<file path="src/rtl/core/mpd_pkg.sv">
package mpd_pkg;

  localparam int BYTE_W            = 8;
  localparam int BTN_W             = 3;
  localparam int CFG_W             = 16;
  localparam int CFG_IDX_W         = 1;
  localparam int POS_WIDTH_DEFAULT = 16;

  // Register indexes on the configuration port.
  localparam logic [CFG_IDX_W-1:0] CFG_START_X = 1'b0;
  localparam logic [CFG_IDX_W-1:0] CFG_START_Y = 1'b1;

  // Preset applied to both cursor coordinates at reset.
  localparam logic [CFG_W-1:0] START_RESET = 16'd200;

  // Bit 3 of the first byte of a packet is always set by the mouse.
  localparam logic [BYTE_W-1:0] SYNC_BIT   = 8'h08;
  localparam logic [BTN_W-1:0]  BTN_LEFT   = 3'h1;
  localparam logic [BTN_W-1:0]  BTN_RIGHT  = 3'h2;
  localparam logic [BTN_W-1:0]  BTN_MIDDLE = 3'h4;
  localparam logic [BTN_W-1:0]  BTN_MASK   = BTN_LEFT | BTN_RIGHT | BTN_MIDDLE;

endpackage

</file>
<file path="src/rtl/core/mpd_decoder.sv">
module mpd_decoder #(
  parameter int POS_WIDTH = mpd_pkg::POS_WIDTH_DEFAULT
) (
  input  logic                          clk,
  input  logic                          rst,
  input  logic                          in_accept,
  input  logic [mpd_pkg::BYTE_W-1:0]    in_byte,
  input  logic                          cfg_we,
  input  logic [mpd_pkg::CFG_IDX_W-1:0] cfg_index,
  input  logic [mpd_pkg::CFG_W-1:0]     cfg_data,
  output logic [POS_WIDTH-1:0]          res_x,
  output logic [POS_WIDTH-1:0]          res_y,
  output logic [mpd_pkg::BTN_W-1:0]     res_held,
  output logic [mpd_pkg::BTN_W-1:0]     res_pressed,
  output logic [mpd_pkg::BTN_W-1:0]     res_released,
  output logic                          res_done,
  output logic                          res_dropped
);
  import mpd_pkg::*;

  localparam logic [1:0] IDX_FIRST  = 2'd0;
  localparam logic [1:0] IDX_SECOND = 2'd1;
  localparam logic [1:0] IDX_THIRD  = 2'd2;

  logic [1:0]           byte_index, byte_index_next;
  logic [BYTE_W-1:0]    first_byte, first_byte_next;
  logic [BYTE_W-1:0]    second_byte, second_byte_next;
  logic [POS_WIDTH-1:0] cursor_x, cursor_x_next;
  logic [POS_WIDTH-1:0] cursor_y, cursor_y_next;
  logic [BTN_W-1:0]     button_state, button_state_next;
  logic [BTN_W-1:0]     now_buttons;
  logic [POS_WIDTH-1:0] delta_x, delta_y;

  assign now_buttons = first_byte[BTN_W-1:0] & BTN_MASK;
  assign delta_x     = POS_WIDTH'(signed'(second_byte));
  assign delta_y     = POS_WIDTH'(signed'(in_byte));

  always_comb begin
    byte_index_next   = byte_index;
    first_byte_next   = first_byte;
    second_byte_next  = second_byte;
    cursor_x_next     = cursor_x;
    cursor_y_next     = cursor_y;
    button_state_next = button_state;
    res_pressed       = '0;
    res_released      = '0;
    res_done          = 1'b0;
    res_dropped       = 1'b0;
    case (byte_index)
      IDX_FIRST: begin
        if ((in_byte & SYNC_BIT) == '0) begin
          res_dropped = 1'b1;
        end else begin
          first_byte_next = in_byte;
          byte_index_next = IDX_SECOND;
        end
      end
      IDX_SECOND: begin
        second_byte_next = in_byte;
        byte_index_next  = IDX_THIRD;
      end
      default: begin
        // The third byte, and the unused index code, complete the packet.
        cursor_x_next     = cursor_x + delta_x;
        cursor_y_next     = cursor_y - delta_y;
        res_pressed       = now_buttons & ~button_state & BTN_MASK;
        res_released      = button_state & ~now_buttons & BTN_MASK;
        button_state_next = now_buttons;
        byte_index_next   = IDX_FIRST;
        res_done          = 1'b1;
      end
    endcase
  end

  assign res_x    = cursor_x_next;
  assign res_y    = cursor_y_next;
  assign res_held = button_state_next;

  always_ff @(posedge clk) begin
    if (rst) begin
      byte_index   <= IDX_FIRST;
      first_byte   <= '0;
      second_byte  <= '0;
      cursor_x     <= POS_WIDTH'(signed'(START_RESET));
      cursor_y     <= POS_WIDTH'(signed'(START_RESET));
      button_state <= '0;
    end else if (cfg_we) begin
      // A preset write loads the cursor coordinate at once.
      if (cfg_index == CFG_START_X) begin
        cursor_x <= POS_WIDTH'(signed'(cfg_data));
      end else begin
        cursor_y <= POS_WIDTH'(signed'(cfg_data));
      end
    end else if (in_accept) begin
      byte_index   <= byte_index_next;
      first_byte   <= first_byte_next;
      second_byte  <= second_byte_next;
      cursor_x     <= cursor_x_next;
      cursor_y     <= cursor_y_next;
      button_state <= button_state_next;
    end
  end

endmodule

</file>
<file path="src/rtl/core/mpd_out_skid.sv">
module mpd_out_skid #(
  parameter int DATA_W = 8
) (
  input  logic              clk,
  input  logic              rst,
  input  logic              in_valid,
  output logic              in_ready,
  input  logic [DATA_W-1:0] in_data,
  output logic              out_valid,
  input  logic              out_ready,
  output logic [DATA_W-1:0] out_data
);

  logic              skid_valid;
  logic [DATA_W-1:0] skid_data;
  logic              in_accept;

  // Ready depends only on the skid register, so it is cut from out_ready.
  assign in_ready  = !skid_valid;
  assign in_accept = in_valid && in_ready;

  always_ff @(posedge clk) begin
    if (rst) begin
      out_valid  <= 1'b0;
      skid_valid <= 1'b0;
    end else if (out_ready || !out_valid) begin
      if (skid_valid) begin
        out_valid  <= 1'b1;
        skid_valid <= 1'b0;
      end else begin
        out_valid <= in_accept;
      end
    end else if (in_accept) begin
      skid_valid <= 1'b1;
    end
  end

  always_ff @(posedge clk) begin
    if (out_ready || !out_valid) begin
      if (skid_valid) begin
        out_data <= skid_data;
      end else if (in_accept) begin
        out_data <= in_data;
      end
    end else if (in_accept) begin
      skid_data <= in_data;
    end
  end

endmodule

</file>
<file path="src/rtl/core/ps2_mouse_packet_decoder.sv">
// Channel   Direction  Signals                          Carries
// s_*       in         s_tvalid s_tready s_tdata        one raw mouse byte per transaction
// m_*       out        m_tvalid m_tready m_tdata        cursor, buttons and edges per byte
//                      m_tlast m_tuser                  packet complete, byte dropped
// cfg_*     in         cfg_we cfg_index cfg_data        cursor x and y presets
//
// Each byte is decoded against the packet state in the cycle it is accepted, and its
// result is registered at the same edge, so a byte can be taken in every cycle while
// s_tready is high. The result is held in the output stage described below.
// Reset is synchronous and active high; both cursor coordinates come out of reset at
// 200. When the master side stalls, a two-entry output stage holds up to two results
// and s_tready falls only once both are occupied.
module ps2_mouse_packet_decoder #(
  parameter int POS_WIDTH = mpd_pkg::POS_WIDTH_DEFAULT
) (
  input  logic                          clk,
  input  logic                          rst,
  input  logic                          s_tvalid,
  output logic                          s_tready,
  input  logic [mpd_pkg::BYTE_W-1:0]    s_tdata,   // [7:0] byte_in
  output logic                          m_tvalid,
  input  logic                          m_tready,
  // From the lowest bit up: pos_x, pos_y, buttons_held, pressed_now, released_now,
  // then zero padding to a whole byte.
  output logic [((2*POS_WIDTH+3*mpd_pkg::BTN_W+7)/8)*8-1:0] m_tdata,
  output logic                          m_tlast,   // packet_done
  output logic                          m_tuser,   // byte_dropped
  input  logic                          cfg_we,
  input  logic [mpd_pkg::CFG_IDX_W-1:0] cfg_index,
  input  logic [mpd_pkg::CFG_W-1:0]     cfg_data
);
  import mpd_pkg::*;

  localparam int FIELD_W = 2*POS_WIDTH + 3*BTN_W;
  localparam int TDATA_W = ((FIELD_W + 7) / 8) * 8;
  // The result word also carries packet_done and byte_dropped at its top.
  localparam int RES_W   = TDATA_W + 2;

  logic                 s_accept;
  logic [POS_WIDTH-1:0] res_x, res_y;
  logic [BTN_W-1:0]     res_held, res_pressed, res_released;
  logic                 res_done, res_dropped;
  logic [RES_W-1:0]     res_word, out_word;

  assign s_accept = s_tvalid && s_tready;

  // Packet state and the decode of the current byte.
  mpd_decoder #(
    .POS_WIDTH(POS_WIDTH)
  ) u_decoder (
    .clk          (clk),
    .rst          (rst),
    .in_accept    (s_accept),
    .in_byte      (s_tdata),
    .cfg_we       (cfg_we),
    .cfg_index    (cfg_index),
    .cfg_data     (cfg_data),
    .res_x        (res_x),
    .res_y        (res_y),
    .res_held     (res_held),
    .res_pressed  (res_pressed),
    .res_released (res_released),
    .res_done     (res_done),
    .res_dropped  (res_dropped)
  );

  assign res_word = {res_dropped, res_done,
                     TDATA_W'({res_released, res_pressed, res_held, res_y, res_x})};

  // Result register with a skid entry, so stalls on the master side do not
  // reach the slave side at once.
  mpd_out_skid #(
    .DATA_W(RES_W)
  ) u_out_skid (
    .clk       (clk),
    .rst       (rst),
    .in_valid  (s_tvalid),
    .in_ready  (s_tready),
    .in_data   (res_word),
    .out_valid (m_tvalid),
    .out_ready (m_tready),
    .out_data  (out_word)
  );

  assign m_tdata = out_word[TDATA_W-1:0];
  assign m_tlast = out_word[TDATA_W];
  assign m_tuser = out_word[TDATA_W+1];

endmodule
</file>
<file path="config.mk">
export PLATFORM = sky130hd
export DESIGN_NAME = ps2_mouse_packet_decoder
export DESIGN_NICKNAME = d
export VERILOG_FILES = /design/src/rtl/core/mpd_pkg.sv /design/src/rtl/core/mpd_decoder.sv /design/src/rtl/core/mpd_out_skid.sv /design/src/rtl/core/ps2_mouse_packet_decoder.sv
export SDC_FILE = /design/constraint.sdc
export NUM_CORES = 1
export LEC_CHECK = 0
export CAP_MARGIN = 30
export CORE_ASPECT_RATIO = 1.5
export CORE_MARGIN = 8
export CORE_UTILIZATION = 45
export CTS_BUF_LIST = sky130_fd_sc_hd__clkbuf_8 sky130_fd_sc_hd__clkbuf_16
export CTS_CLUSTER_DIAMETER = 120
export DETAILED_ROUTE_END_ITERATION = 10
export DONT_BUFFER_PORTS = 1
export GPL_TIMING_DRIVEN = 1
export PLACE_DENSITY = 0.65
export SLEW_MARGIN = 20
export SYNTH_ARGS = -nofsm -noshare
export SYNTH_HDL_FRONTEND = slang
export SYNTH_SLANG_ARGS = --single-unit
export TNS_END_PERCENT = 20
</file>
<file path="constraint.sdc">
create_clock -name clk -period 10.6 [get_ports clk]
set_clock_uncertainty 0.05 [all_clocks]
set_input_delay 2.12 -clock clk [delete_from_list [all_inputs] [get_ports clk]]
set_output_delay 2.12 -clock clk [all_outputs]
set_load 0.05 [all_outputs]
</file>
# Word-level counts from Yosys, hierarchy flattened
# Index checks and enable logic that the tools add are counted.
dict set report word_totals {
  out_inout_bits 52
  wordCells 60
  reg_bits 136
  in_bits 30
}
dict set report classes {
  addsub 2
  n_eq_ne 4
  reduce_logical 18
  bitwise_logic 7
  n_mux 19
}
# cell n
set ops {}
lappend ops {{$mux W16} 8}
lappend ops {{$mux W50} 2}
lappend ops {{$add A16 B16 Y16} 1}
lappend ops {{$sub A16 B16 Y16} 1}
lappend ops {{$reduce_and A2 Y1} 5}
lappend ops {{$mux W3} 3}
lappend ops {{$logic_not A8 Y1} 1}
lappend ops {{$and A3 B3 Y3} 2}
lappend ops {{$not A3 Y3} 2}
lappend ops {{$reduce_and A3 Y1} 2}
lappend ops {{$mux W1} 4}
lappend ops {{$ne A2 B2 Y1 const B} 2}
lappend ops {{$pmux W2 S2} 1}
lappend ops {{$reduce_and A4 Y1} 1}
lappend ops {{$reduce_bool A2 Y1} 2}
lappend ops {{$reduce_or A2 Y1} 2}
lappend ops {{$not A1 Y1} 3}
lappend ops {{$eq A2 B1 Y1 const B} 1}
lappend ops {{$logic_not A1 Y1} 2}
lappend ops {{$logic_not A2 Y1} 1}
lappend ops {{$mux W2} 1}
lappend ops {{$ne A2 B1 Y1 const B} 1}
lappend ops {{$logic_and A1 B1 Y1} 1}
lappend ops {{$logic_or A1 B1 Y1} 1}

# Depth between registers and ports, before layout
# Gate-level depths: netlist (run 1).
dict set report logic_depth {
  ltp_word 5
  ltp_mapped 10
  ltp_nobuf 10
}

# Hierarchy
# From an unflattened synthesis (run 1), not the netlist that was laid out.
dict set report unflattened {
  hier_cells 698
  area_unflattened_um2 7916.3
}
# module area_each_um2 n_inst cells_per_inst seq_area_each_um2
set by_module_without_submodules {}
lappend by_module_without_submodules {mpd_decoder 3982.6 1 531 960.9}
lappend by_module_without_submodules {mpd_out_skid 3923.8 1 165 3042.9}
lappend by_module_without_submodules {ps2_mouse_packet_decoder 10.0 1 2 0.0}

# Least setup slack after synthesis (run 1)
# OpenSTA, ideal clock, no wires.
dict set report synth_path {
  path_type {input-to-reg}
  from {in m_tready}
  to {reg u_out_skid.skid_data[0], enable pin}
  path_slack_ns 4.512
  path_buffers 0
  setup_time_ns 0.506
  stages 2
  arrival_time_ns 5.532
  required_time_ns 10.044
  cell_sequence {nand2b_1 -> nor3b_1}
}
dict set report synth_via {
  elab_chain_len 3
}
# item line_no
set synth_rtl {}
lappend synth_rtl {{start, declared} ps2_mouse_packet_decoder.sv:22} ;# input logic m_tready,
lappend synth_rtl {{$logic_or A1 B1 Y1} mpd_out_skid.sv:39} ;# if (out_ready || !out_valid) begin
lappend synth_rtl {{$not A1 Y1 (no line)} -}
lappend synth_rtl {{$reduce_and A2 Y1 (no line)} -}
lappend synth_rtl {{end signal, assigned} mpd_out_skid.sv:46} ;# skid_data <= in_data;
lappend synth_rtl {{end, declared} mpd_out_skid.sv:15} ;# logic [DATA_W-1:0] skid_data;
# Every way passes these cells.
# A chain may end at the register's enable or synchronous reset.

# Worst setup path after layout (run 1)
dict set report layout_path {
  from {in s_tdata[7] (netlist name)}
  to {reg u_out_skid.out_data[31], data pin}
}
dict set report layout_via {
  elab_chain_len 4
}
# item line_no
set layout_rtl {}
lappend layout_rtl {{start, declared} ps2_mouse_packet_decoder.sv:20} ;# input logic [mpd_pkg::BYTE_W-1:0] s_tdata,
lappend layout_rtl {{$sub A16 B16 Y16} mpd_decoder.sv:65} ;# cursor_y_next = cursor_y - delta_y;
lappend layout_rtl {{$mux W16} mpd_decoder.sv:49} ;# case (byte_index)
lappend layout_rtl {{$mux W50} mpd_out_skid.sv:42} ;# end else if (in_accept) begin
lappend layout_rtl {{$mux W50} mpd_out_skid.sv:40} ;# if (skid_valid) begin
lappend layout_rtl {{end signal, assigned} mpd_out_skid.sv:41} ;# out_data <= skid_data;
lappend layout_rtl {{end signal, assigned} mpd_out_skid.sv:43} ;# out_data <= in_data;
lappend layout_rtl {{end, declared} mpd_out_skid.sv:11} ;# output logic [DATA_W-1:0] out_data
# Every way passes these cells. The select of a mux whose other input is x is not followed.

==> results of run 1 <==
## metrics by stage
step / power, W / setup slack, ns / utilization, % / std cells
finish: 0.00142 / 6.34 / 50.5 / 932
global route: 0.00147 / 6.19 / 50.5 / 932
CTS: 0.00143 / 6.38 / 50.2 / 930
detailed placement: 0.000819 / 5.94 / 46.4 / 898
global placement: 0.000815 / 6.00 / 46.4 / 898
floorplan: 0.000782 / 4.51 / - / 727
## worst max-delay path: stages
cell      delay (ns)
inv_1           0.30
ha_1            0.38
a21oi_1         0.16
nor2_1          0.06
a211oi_1        0.51
a41oi_1         0.21
xnor2_1         0.21
or3_1           0.36
a31oi_1         0.18
## sequential cells by signal, summed over array words and instances, names as in the netlist
name	flops
u_decoder.button_state	3
u_decoder.byte_index	2
u_decoder.cursor_x	16
u_decoder.cursor_y	16
u_decoder.first_byte	3
u_decoder.second_byte	8
u_out_skid.out_data	43
u_out_skid.out_valid	1
u_out_skid.skid_data	43
u_out_skid.skid_valid	1
## how the worst max path moves through the flow
stage | from | endpoint | cells past startpoint
5_1_grt | s_tdata[7] | u_out_skid.out_data[31] | 9
4_1_cts | s_tdata[7] | u_out_skid.out_data[31] | 9
2_1_floorplan | m_tready | u_out_skid.skid_data[0] | 2
3_5_place_dp | s_tdata[7] | u_out_skid.out_data[31] | 9
6_report | s_tdata[7] | u_out_skid.out_data[31] | 9
3_3_place_gp | s_tdata[7] | u_out_skid.out_data[31] | 9
## cell type report
type                    instances  area (sq um)  area share [%]
flip-flops and latches        136          3580            44.5
inverters                      34           128            1.58
clock inverters                13           156            1.94
clock buffers                  19           453            5.62
multi-input cells             516          3400            42.1
well taps                     206           258            3.20
repair buffers                  8          85.1            1.06
## synth_stat cells (3+ instances only)
master	instances	area, sq um
a211o_1	5	43.8
a211oi_1	14	105
a21o_1	10	75.1
a21oi_1	72	360
a311oi_1	3	26.3
a31oi_1	14	87.6
and3_1	8	50.1
buf_1	5	18.8
buf_4	7	52.6
clkbuf_1	28	105
dfxtp_1	50	1000
edfxtp_1	86	2580
ha_1	30	375
inv_1	32	120
mux2_2	36	405
mux2i_1	13	130
nand2_1	69	259
nand2b_1	9	56.3
nand3_1	14	70.1
nand4_1	3	18.8
nor2_1	59	221
nor2b_1	8	50.1
nor3_1	15	75.1
nor3b_1	3	22.5
o211ai_1	6	45.0
o21a_1	9	67.6
o21ai_0	36	180
o31a_1	3	26.3
o31ai_1	12	90.1
or3_1	5	31.3
xnor2_1	15	131
xor2_1	6	52.6
## per-layer routing
metal	track usage [%]	wire (microns)
met3	3.78	981
met4	16.1	1570
met1	19.8	7340
met5	0	0
met2	33.8	10100
## power groups by stage
stage	clock [W]	combinational (W)	sequential [W]
2_1_floorplan	0	0.000120	0.000663
3_3_place_gp	0	0.000146	0.000669
3_5_place_dp	0	0.000149	0.000669
4_1_cts	0.000621	0.000150	0.000658
5_1_grt	0.000639	0.000168	0.000660
6_report	0.000613	0.000152	0.000657
## kinds of logic (layout without fill, tap and decap cells)
| group | count (synthesis) | after routing |
|---|---|---|
| AOI/OAI and AO/OA | 205 | 205 |
| xor gates and xnor gates | 21 | 21 |
| adders and majority gates | 32 | 32 |
| buffers and inverters | 75 | 74 |
| DFF | 136 | 136 |
| muxes | 51 | 51 |
| other | 1 | 7 |
| and+or+nand+nor | 200 | 200 |
==> key figures, run 1 <==
Synthesis
  – Syn Area/Cell: 10.1 sq um
  – Xor/xnor share of the synthesized area: 2.53%
  – Post-Synth Simple-Gate Area: 12.5%
  – Yosys cell types: 61
  – Asr flop ratio synth: 0%
  – Warnings from Yosys: 0
  – Post-synthesis compound-gate area fraction: 17.8%
  – Post-Syn Area: 7260 sq um
  – Post-Synth Adder-Cell Area: 5.72%
  – Number of synthesized register bits: 136
  – Largest family of logic cells by synthesized area: compound AO/OA/AOI/OAI gates
  – Sequential fraction of the synthesis area: 49.3%
  – Number of enable flip-flop cells after synthesis: 86
  – Ys flop type: edfxtp_1
  – Synth Instances: 721
  – Mux contribution to synthesized area: 7.74%

Critical path
  – Worst r2r dst: u_out_skid.out_data[10]
  – Worst r2r src: u_decoder.second_byte[7]
  – Worst-path fanout max: 9
  – WP data required: 10.82 ns
  – R2r worst-path depth: 8
  – Critical Path Start Type: input port
  – WP data arrival: 4.48 ns
  – CP Capture Type: flop
  – Setup CP Type: in -> reg
  – Flop-to-flop setup slack: 7.48 ns

Finish
  – Nets: 775
  – Commonest non-fill, non-tap cell in the layout: edfxtp_1
  – Filler cell count: 1477
  – Design Area, Final: 8060 sq um
  – Most frequent cells in the layout: 86 x edfxtp_1, 72 x a21oi_1, 69 x nand2_1
  – Synth-to-Final Area Change: 11.0%
  – N_diodes: 0
  – Share of cells above drive strength 1: 12.3%

Drt
  – Routed WL: 20000 microns
  – Wirelength per Cell: 21.4 microns
  – Antenna-violating nets left: 0
  – DR DRC count: 0
  – DRT iter0 DRCs: 459
  – Routed vias: 5564
  – First-pass DRT Iterations: 5
  – DR vias/cell: 5.97

Placed design
  – Routability cong.: 0.909
  – IO buf count: 0
  – Placed instance area: 7410 sq um
  – Post-DP HPWL: 14400 microns

STA
  – Final Hold Violating Endpoints: 0
  – Relative slew slack: 48.3%
  – Final worst-path cycle share: 40.2%
  – Slew Viols, Final: 0
  – RSZ-0062 raised after global routing: no
  – Final setup violation count: 0
  – Fin crit period: 4.26 ns
  – Hold Worst Slack: 0.416 ns
  – Fmax: 0.235 GHz
  – Worst Max-Slew Pin Slew: 0.774 ns
  – Setup TNS: 0 ns

Clock tree
  – Hold Buf Count CTS: 0
  – Clock sink total: 136
  – Maximum clock path buffer count: 2
  – Post-CTS setup buffer count: 0
  – Inserted Clock Buffers: 17
  – CTS tree: done
  – Post_cts resized: 0
  – Root buf cell: clkbuf_16
  – Htree depth: 4
  – CTS clk-pin slew, worst paths: 0.06 ns
  – Clock latency on the worst-skew pair: 0.42 ns

Global routing
  – Total gr overflow: 0
  – Initial antenna violation count: 0
  – Largest net degree at the start of global routing: 59
  – Number of global-route vias before repair: 5424
  – Total GRT Usage: 19.4%
  – First-pass GRT wire length: 30200 microns

Power
  – Switch share: 28.5%
  – P_int: 0.00102 W
  – Max VDD drop: 0.0937 mV
  – Sequential share of power: 46.2%
  – Comb power frac: 10.7%
  – Cell leakage power: 3.13 nW
  – Clock Power Share: 43.1%
  – Switching pwr: 0.000405 W
  – Power per cell area: 176 nW/um^2

Floorplan
  – Die height: 172 microns
  – Die area: 20500 sq um
  – Die Span X: 120 microns
  – Standard-cell row count: 57
  – Core box area: 16000 sq um
  – Initial core utilization: 45.5%
  – IO Pins: 82

Status
  – Outcome: completed

Hold path
  – Worst Hold End: u_decoder.second_byte[3]
  – Worst hold path type: reg -> reg
  – HP Start: u_decoder.second_byte[3]
  – Hold-critical path depth: 2

Flow run
  – Max-Cap Viols: 0
(Power assumes the default switching activity.)
==> run 2: changes to the inputs <==
==> constraint.sdc (replaced) <==
create_clock -name clk -period 4.25 [get_ports clk]
set_clock_uncertainty 0.05 [all_clocks]
set_input_delay 0.85 -clock clk [delete_from_list [all_inputs] [get_ports clk]]
set_output_delay 0.85 -clock clk [all_outputs]
set_load 0.05 [all_outputs]
==> key figures, run 2 (synthesis gave the netlist of run 1 again) <==
Critical path
  – Worst path bufs/invs: 1 (unchanged)
  – CP cell instances: ha_1 -> a2111oi_0 -> inv_1 -> o22ai_1 -> a21oi_1 -> xnor2_1 -> a21oi_1 -> mux2_2 (was inv_1 -> ha_1 -> a21oi_1 -> nor2_1 -> a211oi_1 -> a41oi_1 -> xnor2_1 -> or3_1 -> a31oi_1)
  – Worst-path fanout max: 14 (was 9)
  – CP max-delay cell: dfxtp_1 (was a211oi_1)
  – CP max stage delay: 0.69 ns (was 0.51 ns)
  – Worst r2r src: u_decoder.second_byte[7] (unchanged)
  – Critical Path Start Type: flop (was input port)
  – Delay-heaviest family, CP: compound AO/OA/AOI/OAI gates (unchanged)
  – WP data arrival: 3.28 ns (was 4.48 ns)
  – Setup CP Type: reg -> reg (was in -> reg)
  – CP most frequent cell: a21oi_1
  – Worst r2r dst: u_out_skid.out_data[10] (unchanged)
  – WP data required: 4.37 ns (was 10.82 ns)
  – Flop-to-flop setup slack: 1.09 ns (was 7.48 ns)
  – CP Capture Type: flop (unchanged)
  – R2r worst-path depth: 8 (unchanged)

Drt
  – First-pass DRT Iterations: 5 (unchanged)
  – DRT iter0 DRCs: 522 (was 459)
  – Wirelength per Cell: 21.8 microns (was 21.4 microns)
  – DR DRC count: 0 (unchanged)
  – Routed WL: 20300 microns (was 20000 microns)
  – Antenna-violating nets left: 0 (unchanged)
  – DR vias/cell: 5.94 (was 5.97)
  – Routed vias: 5552 (was 5564)

Placed design
  – Post-DP HPWL: 14800 microns (was 14400 microns)
  – Routability cong.: 0.872 (was 0.909)
  – Placed instance area: 7470 sq um (was 7410 sq um)
  – IO buf count: 0 (unchanged)

STA
  – Fmax: 0.316 GHz
  – Setup TNS: 0 ns (unchanged)
  – Slew Viols, Final: 0 (unchanged)
  – RSZ-0062 raised after global routing: no (unchanged)
  – Final worst-path cycle share: 74.4%
  – Hold Worst Slack: 0.417 ns (was 0.416 ns)
  – Relative slew slack: 28.1% (was 48.3%)
  – Fin crit period: 3.16 ns
  – Worst Max-Slew Pin Slew: 1.07 ns (was 0.774 ns)
  – Final Hold Violating Endpoints: 0 (unchanged)
  – Final setup violation count: 0 (unchanged)

Floorplan
  – Die Span X: 120 microns (unchanged)
  – Die height: 172 microns (unchanged)
  – IO Pins: 82 (unchanged)
  – Standard-cell row count: 57 (unchanged)
  – Die area: 20500 sq um (unchanged)
  – Initial core utilization: 45.5% (unchanged)
  – Core box area: 16000 sq um (unchanged)

Finish
  – Top flop regs: u_out_skid.out_data (43), u_out_skid.skid_data (43) (unchanged)
  – Nets: 778 (was 775)
  – Filler cell count: 1504 (was 1477)
  – Share of cells above drive strength 1: 12.6% (was 12.3%)
  – Commonest non-fill, non-tap cell in the layout: edfxtp_1 (unchanged)
  – N_diodes: 0 (unchanged)
  – Flip-flop and latch area: 3580 sq um (unchanged)
  – Design Area, Final: 8070 sq um (was 8060 sq um)
  – Synth-to-Final Area Change: 11.1% (was 11.0%)
  – Most frequent cells in the layout: 86 x edfxtp_1, 72 x a21oi_1, 69 x nand2_1 (unchanged)
  – Multi-input logic area: 3400 sq um (about the same)

Global routing
  – Largest net degree at the start of global routing: 59 (unchanged)
  – Total GRT Usage: 19.9% (was 19.4%)
  – Total gr overflow: 0 (unchanged)
  – First-pass GRT wire length: 31100 microns (was 30200 microns)
  – Number of global-route vias before repair: 5633 (was 5424)
  – Initial antenna violation count: 0 (unchanged)

Hold path
  – HP Start: u_decoder.second_byte[3] (unchanged)
  – Worst Hold End: u_decoder.second_byte[3] (unchanged)
  – Hold-critical path depth: 2 (unchanged)
  – Worst hold path type: reg -> reg (unchanged)

Clock tree
  – Post_cts resized: 0 (unchanged)
  – Clock sink total: 136 (unchanged)
  – Htree depth: 4 (unchanged)
  – Clock latency on the worst-skew pair: 0.42 ns (about the same)
  – Inserted Clock Buffers: 17 (unchanged)
  – CTS clk-pin slew, worst paths: 0.07 ns (was 0.06 ns)
  – CTS tree: done (unchanged)
  – Maximum clock path buffer count: 2 (unchanged)
  – Hold Buf Count CTS: 0 (unchanged)
  – Post-CTS setup buffer count: 0 (unchanged)
  – Root buf cell: clkbuf_16 (unchanged)

Flow run
  – Max-Cap Viols: 0 (unchanged)

Status
  – Outcome: completed (unchanged)

Power
  – Power per cell area: 431 nW/um^2 (was 176 nW/um^2)
  – Cell leakage power: 3.13 nW (about the same)
  – Max VDD drop: 0.248 mV (was 0.0937 mV)
==> run 2: tightest hold or removal path, stage by stage, from the launching register on <==
cell and delay (ns):
dfxtp_1 0.32, nand2_1 0.05, a21oi_1 0.06
==> run 2: metrics by stage <==
step           util (%)  std cells  setup WS [ns]  power [W]
2_1_floorplan         -        727          0.955    0.00195
3_3_place_gp       46.6        901          0.923    0.00204
3_5_place_dp       46.8        902          0.851    0.00205
4_1_cts            50.4        934           1.15    0.00350
5_1_grt            50.5        935          0.949    0.00360
6_report           50.5        935           1.09    0.00348
==> run 2: how the worst max path moves through the flow <==
stage | from | to | slack (ns) | cells past startpoint
3_3_place_gp | s_tdata[7] | u_out_skid.out_data[31] | 0.92 | 9
4_1_cts | u_decoder.second_byte[7] | u_out_skid.out_data[10] | 1.15 | 8
2_1_floorplan | m_tready | u_out_skid.skid_data[0] | 0.95 | 2
6_report | u_decoder.second_byte[7] | u_out_skid.out_data[10] | 1.09 | 8
5_1_grt | u_decoder.second_byte[7] | u_out_skid.out_data[10] | 0.95 | 8
3_5_place_dp | s_tdata[7] | u_out_skid.out_data[31] | 0.85 | 9
==> run 2: layout make-up <==
class                   instances  share of cell area [%]
inverters                      34                    1.58
repair buffers                 11                    1.43
flip-flops and latches        136                    44.4
clock buffers                  17                    5.27
clock inverters                15                    1.89
multi-input cells             516                    42.2
well taps                     206                    3.19
==> run 2: layer usage <==
layer  share of wire [%]  GRT usage (%)  vias up
met5                   0              0        -
met4                 7.8           16.9        0
met3                 4.6           4.24       71
met2                  51           35.0      204
met1                  36           19.7     2645
li1                    -              -     2632
==> run 2: power breakdown <==
group          switching (W)  total (W)  internal [W]
Sequential          0.000155    0.00164       0.00149
Clock               0.000625    0.00145      0.000827
Combinational       0.000242   0.000387      0.000145
Total                0.00102    0.00348       0.00246
